==> src/hw/rtl/mwf_pkg.sv <==
// Package with the shared types, constants and helpers of the mutex with FIFO waiters.
package mwf_pkg;

    localparam int unsigned QDEPTH = 64;
    localparam int unsigned PTR_W  = (QDEPTH > 1) ? $clog2(QDEPTH) : 1;
    localparam int unsigned CNT_W  = $clog2(QDEPTH + 1);
    localparam int unsigned ID_W   = 8;

    typedef logic [PTR_W-1:0] t_ptr;
    typedef logic [CNT_W-1:0] t_cnt;
    typedef logic [ID_W-1:0]  t_id;

    typedef enum logic {
        ACT_ACQUIRE = 1'b0,
        ACT_RELEASE = 1'b1
    } t_action;

    typedef enum logic [1:0] {
        ST_GRANTED     = 2'd0,
        ST_QUEUED      = 2'd1,
        ST_ALREADY_OWN = 2'd2,
        ST_QUEUE_FULL  = 2'd3
    } t_status;

    typedef struct packed {
        logic action;
        t_id  task_id;
    } t_req;

    typedef struct packed {
        logic [1:0] status;
        logic       block_task;
        logic       wake_valid;
        t_id        wake_task_id;
        logic       owner_valid;
        t_id        owner_id;
    } t_rsp;

    function automatic t_ptr next_slot(input t_ptr p);
        next_slot = (p == t_ptr'(QDEPTH - 1)) ? '0 : p + t_ptr'(1);
    endfunction

endpackage

==> src/hw/rtl/mwf_channels.sv <==
// Handshake channel interfaces for requests and responses.
interface mwf_req_if;
    import mwf_pkg::*;
    logic valid;
    logic ready;
    t_req payload;
    modport source (output valid, output payload, input ready);
    modport sink (input valid, input payload, output ready);
endinterface

interface mwf_rsp_if;
    import mwf_pkg::*;
    logic valid;
    logic ready;
    t_rsp payload;
    modport source (output valid, output payload, input ready);
    modport sink (input valid, input payload, output ready);
endinterface

==> src/hw/rtl/mwf_queue.sv <==
// Waiter queue: a memory with a head register and a prefetched second entry.
module mwf_queue (
    input  logic            i_clk,
    input  logic            i_rst_n,
    input  logic            i_push,
    input  mwf_pkg::t_id    i_push_data,
    input  logic            i_pop,
    output mwf_pkg::t_id    o_head,
    output mwf_pkg::t_cnt   o_count
);
    import mwf_pkg::*;

    t_id  mem [QDEPTH];
    t_ptr r_wr_ptr, n_wr_ptr;
    t_ptr r_rd_ptr, n_rd_ptr;
    t_cnt r_count, n_count;
    t_id  r_head, n_head;
    t_id  r_mem_q;
    logic r_fwd_hit;
    t_id  r_fwd_data;
    t_id  second;
    t_ptr rd_addr;

    // The entry behind the head was read last cycle, or written in that same cycle.
    assign second  = r_fwd_hit ? r_fwd_data : r_mem_q;
    assign rd_addr = next_slot(n_rd_ptr);

    always_comb begin
        n_wr_ptr = r_wr_ptr;
        n_rd_ptr = r_rd_ptr;
        n_count  = r_count;
        n_head   = r_head;
        if (i_push) begin
            n_wr_ptr = next_slot(r_wr_ptr);
            n_count  = r_count + t_cnt'(1);
            if (r_count == '0) begin
                n_head = i_push_data;
            end
        end else if (i_pop) begin
            n_rd_ptr = next_slot(r_rd_ptr);
            n_count  = r_count - t_cnt'(1);
            n_head   = second;
        end
    end

    always_ff @(posedge i_clk) begin
        if (!i_rst_n) begin
            r_wr_ptr <= '0;
            r_rd_ptr <= '0;
            r_count  <= '0;
        end else begin
            r_wr_ptr <= n_wr_ptr;
            r_rd_ptr <= n_rd_ptr;
            r_count  <= n_count;
        end
    end

    always_ff @(posedge i_clk) begin
        if (i_push) begin
            mem[r_wr_ptr] <= i_push_data;
        end
        r_mem_q    <= mem[rd_addr];
        r_fwd_hit  <= i_push && (r_wr_ptr == rd_addr);
        r_fwd_data <= i_push_data;
        r_head     <= n_head;
    end

    assign o_head  = r_head;
    assign o_count = r_count;

endmodule

==> src/hw/rtl/mutex_with_fifo_waiters.sv <==
// Top level of the mutex with a first-in first-out queue of waiting tasks.
// An accepted request is held in the request register, and its response then in the output register.
// Throughput: one request per cycle while responses are taken; the owner, flag and queue pointers update in one step.
// A stalled response holds the decision stage, and the request register stalls behind it.
// Reset is synchronous and active low; it unlocks the mutex and empties the queue.
module mutex_with_fifo_waiters (
    input  logic      i_clk,
    input  logic      i_rst_n,
    mwf_req_if.sink   i_req,
    mwf_rsp_if.source o_rsp
);
    import mwf_pkg::*;

    logic r_req_valid;
    t_req r_req;
    logic r_rsp_valid;
    t_rsp r_rsp, n_rsp;
    logic r_locked, n_locked;
    t_id  r_owner, n_owner;
    logic adv;
    logic push, pop;
    t_id  head;
    t_cnt count;

    assign adv         = r_req_valid && (!r_rsp_valid || o_rsp.ready);
    assign i_req.ready = !r_req_valid || adv;

    mwf_queue u_queue (
        .i_clk       (i_clk),
        .i_rst_n     (i_rst_n),
        .i_push      (push),
        .i_push_data (r_req.task_id),
        .i_pop       (pop),
        .o_head      (head),
        .o_count     (count)
    );

    always_comb begin
        push     = 1'b0;
        pop      = 1'b0;
        n_locked = r_locked;
        n_owner  = r_owner;
        n_rsp    = '0;
        if (r_req.action == ACT_ACQUIRE) begin
            priority if (!r_locked) begin
                n_locked     = 1'b1;
                n_owner      = r_req.task_id;
                n_rsp.status = ST_GRANTED;
            end else if (r_owner == r_req.task_id) begin
                n_rsp.status = ST_ALREADY_OWN;
            end else if (count == t_cnt'(QDEPTH)) begin
                n_rsp.status = ST_QUEUE_FULL;
            end else begin
                push             = 1'b1;
                n_rsp.status     = ST_QUEUED;
                n_rsp.block_task = 1'b1;
            end
        end else if (r_locked) begin
            if (count != '0) begin
                pop                = 1'b1;
                n_owner            = head;
                n_rsp.wake_valid   = 1'b1;
                n_rsp.wake_task_id = head;
            end else begin
                n_locked = 1'b0;
                n_owner  = '0;
            end
        end
        n_rsp.owner_valid = n_locked;
        n_rsp.owner_id    = n_locked ? n_owner : '0;
        if (!adv) begin
            push     = 1'b0;
            pop      = 1'b0;
            n_locked = r_locked;
            n_owner  = r_owner;
        end
    end

    always_ff @(posedge i_clk) begin
        if (!i_rst_n) begin
            r_req_valid <= 1'b0;
            r_rsp_valid <= 1'b0;
            r_locked    <= 1'b0;
            r_owner     <= '0;
        end else begin
            if (i_req.ready) begin
                r_req_valid <= i_req.valid;
            end
            if (adv) begin
                r_rsp_valid <= 1'b1;
            end else if (o_rsp.ready) begin
                r_rsp_valid <= 1'b0;
            end
            r_locked <= n_locked;
            r_owner  <= n_owner;
        end
    end

    always_ff @(posedge i_clk) begin
        if (i_req.ready && i_req.valid) begin
            r_req <= i_req.payload;
        end
        if (adv) begin
            r_rsp <= n_rsp;
        end
    end

    assign o_rsp.valid   = r_rsp_valid;
    assign o_rsp.payload = r_rsp;

endmodule

==> src/flat_wrapper.sv <==
// flat-port wrapper written by rule: the top's interface ports become plain ports
module mutex_with_fifo_waiters_flat import mwf_pkg::*;
  (i_clk, i_rst_n, i_req_valid, i_req_payload, i_req_ready, o_rsp_valid, o_rsp_payload, o_rsp_ready);
  mwf_req_if i_req_i ();
  mwf_rsp_if o_rsp_i ();
  input  logic i_clk;
  input  logic i_rst_n;
  input wire logic [$bits(i_req_i.valid)-1:0] i_req_valid;
  input wire logic [$bits(i_req_i.payload)-1:0] i_req_payload;
  output wire logic [$bits(i_req_i.ready)-1:0] i_req_ready;
  output wire logic [$bits(o_rsp_i.valid)-1:0] o_rsp_valid;
  output wire logic [$bits(o_rsp_i.payload)-1:0] o_rsp_payload;
  input wire logic [$bits(o_rsp_i.ready)-1:0] o_rsp_ready;
  assign i_req_i.valid = i_req_valid;
  assign i_req_i.payload = i_req_payload;
  assign i_req_ready = i_req_i.ready;
  assign o_rsp_valid = o_rsp_i.valid;
  assign o_rsp_payload = o_rsp_i.payload;
  assign o_rsp_i.ready = o_rsp_ready;
  mutex_with_fifo_waiters u_core (.i_clk(i_clk), .i_rst_n(i_rst_n), .i_req(i_req_i), .o_rsp(o_rsp_i));
endmodule
==> config.mk <==
export PLATFORM = sky130hd
export DESIGN_NAME = mutex_with_fifo_waiters_flat
export DESIGN_NICKNAME = d
export VERILOG_FILES = /design/src/hw/rtl/mwf_pkg.sv /design/src/hw/rtl/mwf_channels.sv /design/src/hw/rtl/mwf_queue.sv /design/src/hw/rtl/mutex_with_fifo_waiters.sv /design/src/flat_wrapper.sv
export SDC_FILE = /design/constraint.sdc
export NUM_CORES = 1
export LEC_CHECK = 0
export BUFFER_PORTS_ARGS = -buffer_cell sky130_fd_sc_hd__buf_4
export CORE_ASPECT_RATIO = 0.6
export CORE_MARGIN = 2
export CORE_UTILIZATION = 45
export CTS_CLUSTER_DIAMETER = 200
export DETAILED_ROUTE_END_ITERATION = 10
export PLACE_DENSITY = 0.63
export REMOVE_ABC_BUFFERS = 1
export SETUP_SLACK_MARGIN = 0.3
export SLEW_MARGIN = 0
export SYNTH_ARGS = -nofsm -noshare
export SYNTH_HDL_FRONTEND = slang
export SYNTH_HIERARCHICAL = 1
export SYNTH_SLANG_ARGS = --single-unit
==> constraint.sdc <==
create_clock -name i_clk -period 7.6 [get_ports i_clk]
set_clock_uncertainty 0.05 [all_clocks]
set_input_delay 0.38 -clock i_clk [delete_from_list [all_inputs] [get_ports i_clk]]
set_output_delay 0.38 -clock i_clk [all_outputs]
set_load 0.05 [all_outputs]
==> flow_summary_export.csv <==
group,metric,value,unit
synthesis,syn-cell-area,0.0239,mm²
grt,grt_overflow_total,0,
floorplanning,die_area,0.0551,mm²
sta,maxSlewHeadroom,0.151,
grt,grt_max_degree,75,
synthesis,synthArstFlopShare,0,
final_layout,antenna_cells,0,
clock_network,cts_made_buffers,52,
sta,finalMaxSlewViolations,0,
setup_path,end_kind,"register",
drt,dr.pass1.iters,5,
drt,ant_nets,0,
floorplanning,ios,36,
min_path,min-delay-path-class,"in2reg",
floorplanning,initial_utilization,0.456,
clock_network,post_cts_resized,0,
setup_path,slowest_delay,0.73,ns
setup_path,crit_fanout,74,
clock_network,cts_num_sinks,597,
clock_network,clkTransAtPathRegs,0.07,ns
clock_network,clock_path_buffers,3,
final_layout,area_growth,12.0,%
grt,grtUsageTotal,0.220,
sta,tightest_slew,1.27,ns
synthesis,synth_edf_count,550,
place,place.gp.congestion,0.966,
sta,setup_viol,0,
final_layout,fin_nets,1662,
synthesis,seq_area_frac_synth,0.729,
setup_path,worstPathCellList,"a21boi_4 > and3_1 > and2b_1 > xnor2_1 > or2_1 > buf_4 > inv_1 > ha_4 > nand2_1 > mux2i_1 > o211ai_2 > o21ai_4 > buf_12 > mux2i_1 > o22ai_1 > o21ai_0 > o21ai_0 > or4_1",
floorplanning,core-area,0.0525,mm²
sta,fmax,152,MHz
sta,finalCriticalPeriod,6.56,ns
setup_path,path_class,"reg2reg",
synthesis,synth_cells,1597,
place,port-buffer-count,35,
synthesis,synthFlopType,"edfxtp_1",
setup_path,cp.required,8.00,ns
setup_path,startpoint_type,"register",
drt,routed_wl,60900,µm
drt,drt-vias-per-instance,6.04,
clock_network,insertion_delay,0.58,ns
setup_path,timing.critical_path.buf_inv,3,
sta,hold_slack,0.0648,ns
floorplanning,rows,65,
power_and_ir_drop,p_leak,8.46,nW
drt,drt_iter0_markers,1717,
outcome,status,"complete, no violations",
floorplanning,fp.dieH,183,µm
synthesis,yosysWarnings,6,
drt,via_count,14403,
sta,finalCritPeriodShare,0.863,
setup_path,critPathTopFamily,"compound AO/OA/AOI/OAI gates",
job,maxCapViolCount,0,
final_layout,drive_gt1_frac,0.130,
power_and_ir_drop,peakVddDrop,0.000189,V
clock_network,cts_tree,"done",
drt,wl_per_cell,25.5,µm
grt,grt_pass1_wl,89700,µm
synthesis,avgSynthCellArea,15.0,µm²
sta,rsz0062_at_grt,"false",
power_and_ir_drop,power_density,245,mW/mm²
clock_network,cts-root-buf,"clkbuf_16",
drt,drc,0,
sta,finalHoldViolCount,0,
grt,grt_pass1_vias,13652,
synthesis,ys_ff_latch,597,
synthesis,synthDistinctLibCells,69,
setup_path,cp.arrival,6.96,ns
grt,antenna_found_initial,3,
sta,setup-tns-final,0,ns
place,dp_hpwl,38000,µm
floorplanning,die_w,302,µm
clock_network,cts_max_level,2,
setup_path,crit_slowest_cell,"o21ai_0",
## through the flow
stage	utilization	worst slack (ns)	power (mW)	instance area, µm²	std cells
after floorplan	-	-4.02	3.76	23500	1508
after global placement	0.474	1.41	3.82	24900	2278
after detailed placement	0.474	1.29	3.82	24900	2278
after CTS	0.510	1.30	6.61	26800	2383
after global routing	0.511	0.764	6.75	26800	2384
final	0.511	1.04	6.57	26800	2384
## report_power, final
part / internal (mW) / switching, mW
Combinational: 0.0351 / 0.105
Clock: 1.64 / 1.18
Sequential: 3.60 / 0.0141
Total: 5.27 / 1.30
## state kept, by name (all words and copies together), names as in the netlist
signal                     cells
u_core/o_rsp.payload          21
u_core/u_queue/o_count         7
u_core/r_owner                 8
u_core/u_queue/r_fwd_hit       1
u_core/u_queue/r_mem_q         8
u_core/o_rsp.valid             1
u_core/u_queue/mem           512
u_core/u_queue/r_rd_ptr        6
u_core/u_queue/o_head          8
u_core/u_queue/r_fwd_data      8
u_core/u_queue/r_wr_ptr        6
u_core/r_req_valid             1
u_core/r_req                   9
u_core/r_locked                1
## path summary, 6_finish.rpt
| path | cells after the start | to | start | slack, ns |
|---|---|---|---|---|
| setup reg to reg | 18 | u_core/u_queue/r_mem_q[6] | u_core/r_locked | 1.04 |
| hold reg to reg | 2 | u_core/r_owner[0] | u_core/r_owner[0] | 0.51 |
| hold / removal | 4 | u_core/o_rsp.valid | o_rsp_ready | 0.06 |
| setup / recovery | 18 | u_core/u_queue/r_mem_q[6] | u_core/r_locked | 1.04 |
## cells by family (layout without fill, tap and decap cells)
family                     after synthesis  in the layout  share of synthesized area
DFF                                    597            597                      0.729
buffers and inverters                  103            187                     0.0216
adders and majority gates                9              9                    0.00502
AOI/OAI and AO/OA                      309            309                     0.0787
xor gates and xnor gates                33             33                     0.0124
muxes                                   99             99                     0.0658
and+or+nand+nor                        447            447                     0.0875
## layout by cell type (no fill, tap or decap), types with 8 or more instances in the layout
master           n
o221ai_1        22
a31oi_1         16
nand4_1         13
nand3_1         26
and2_1          20
buf_4           66
nand2b_1         9
nor3_1           8
mux4_2          46
bufinv_16       10
clkbuf_16       53
o21ai_1         14
inv_1           12
and3_1          11
o21ai_0         59
nor2b_1         10
dfxtp_1         47
mux2i_1         45
clkinv_1        12
nor4_1          17
o22ai_1         41
a211oi_1        14
clkinv_2        12
nand2_1        195
or4_1           10
nor2_1         104
dlygate4sd3_1   10
xnor2_1         26
a21oi_1         98
edfxtp_1       550
## layer usage
layer  track usage  part of all wire
met5             0           0.00031
met1         0.348              0.46
met3        0.0782              0.12
met4        0.0436             0.017
met2         0.289              0.40
## layout make-up
| cell class | count | area [µm²] |
|---|---|---|
| fillers | 4317 | 25700 |
| well taps | 703 | 880 |
| flip-flops and latches | 597 | 17500 |
| multi-input cells | 897 | 6010 |
| inverters | 14 | 52.6 |
| clock inverters | 35 | 420 |
| repair buffers | 78 | 621 |
| clock buffers | 60 | 1380 |
## what timing repair did
action	in CTS	in global routing
endpoints found under the hold margin	10	0
hold buffers	10	0
buffers inserted	0	0
## cell usage after synthesis (all sizes together) (3+ instances only)
cell type	count	share of area
o22ai	41	0.011
a32oi	5	0.0018
a22oi	7	0.0022
buf	34	0.011
nor4	18	0.0053
nor2b	11	0.0030
and2	20	0.0052
edfxtp	550	0.69
a31oi	16	0.0042
o221ai	22	0.0080
o21bai	4	0.0013
and3	14	0.0043
dfxtp	47	0.039
or2	4	0.0010
a21o	5	0.0016
or3	4	0.0010
o21a	3	0.00094
mux2	8	0.0038
xnor2	27	0.010
inv	12	0.0019
o21ai	74	0.016
a211oi	14	0.0044
nand2	195	0.031
nor2	104	0.016
or4	10	0.0031
ha	8	0.0042
mux4	46	0.043
clkbuf	55	0.0086
nand4	13	0.0034
nor3	10	0.0023
nand2b	10	0.0029
a21oi	99	0.021
nand3	27	0.0059
xor2	6	0.0022
o211ai	8	0.0027
mux2i	45	0.019
## worst register-to-register path, cell delays in order, from the launching register on
cell,delay (ns)
dfxtp_1,0.57
a21boi_4,0.50
and3_1,0.47
and2b_1,0.26
xnor2_1,0.12
or2_1,0.22
buf_4,0.25
inv_1,0.14
ha_4,0.16
nand2_1,0.05
mux2i_1,0.22
o211ai_2,0.22
o21ai_4,0.57
buf_12,0.44
mux2i_1,0.59
o22ai_1,0.20
o21ai_0,0.73
o21ai_0,0.17
or4_1,0.50
Note: power is estimated with default switching activity, not from simulation.
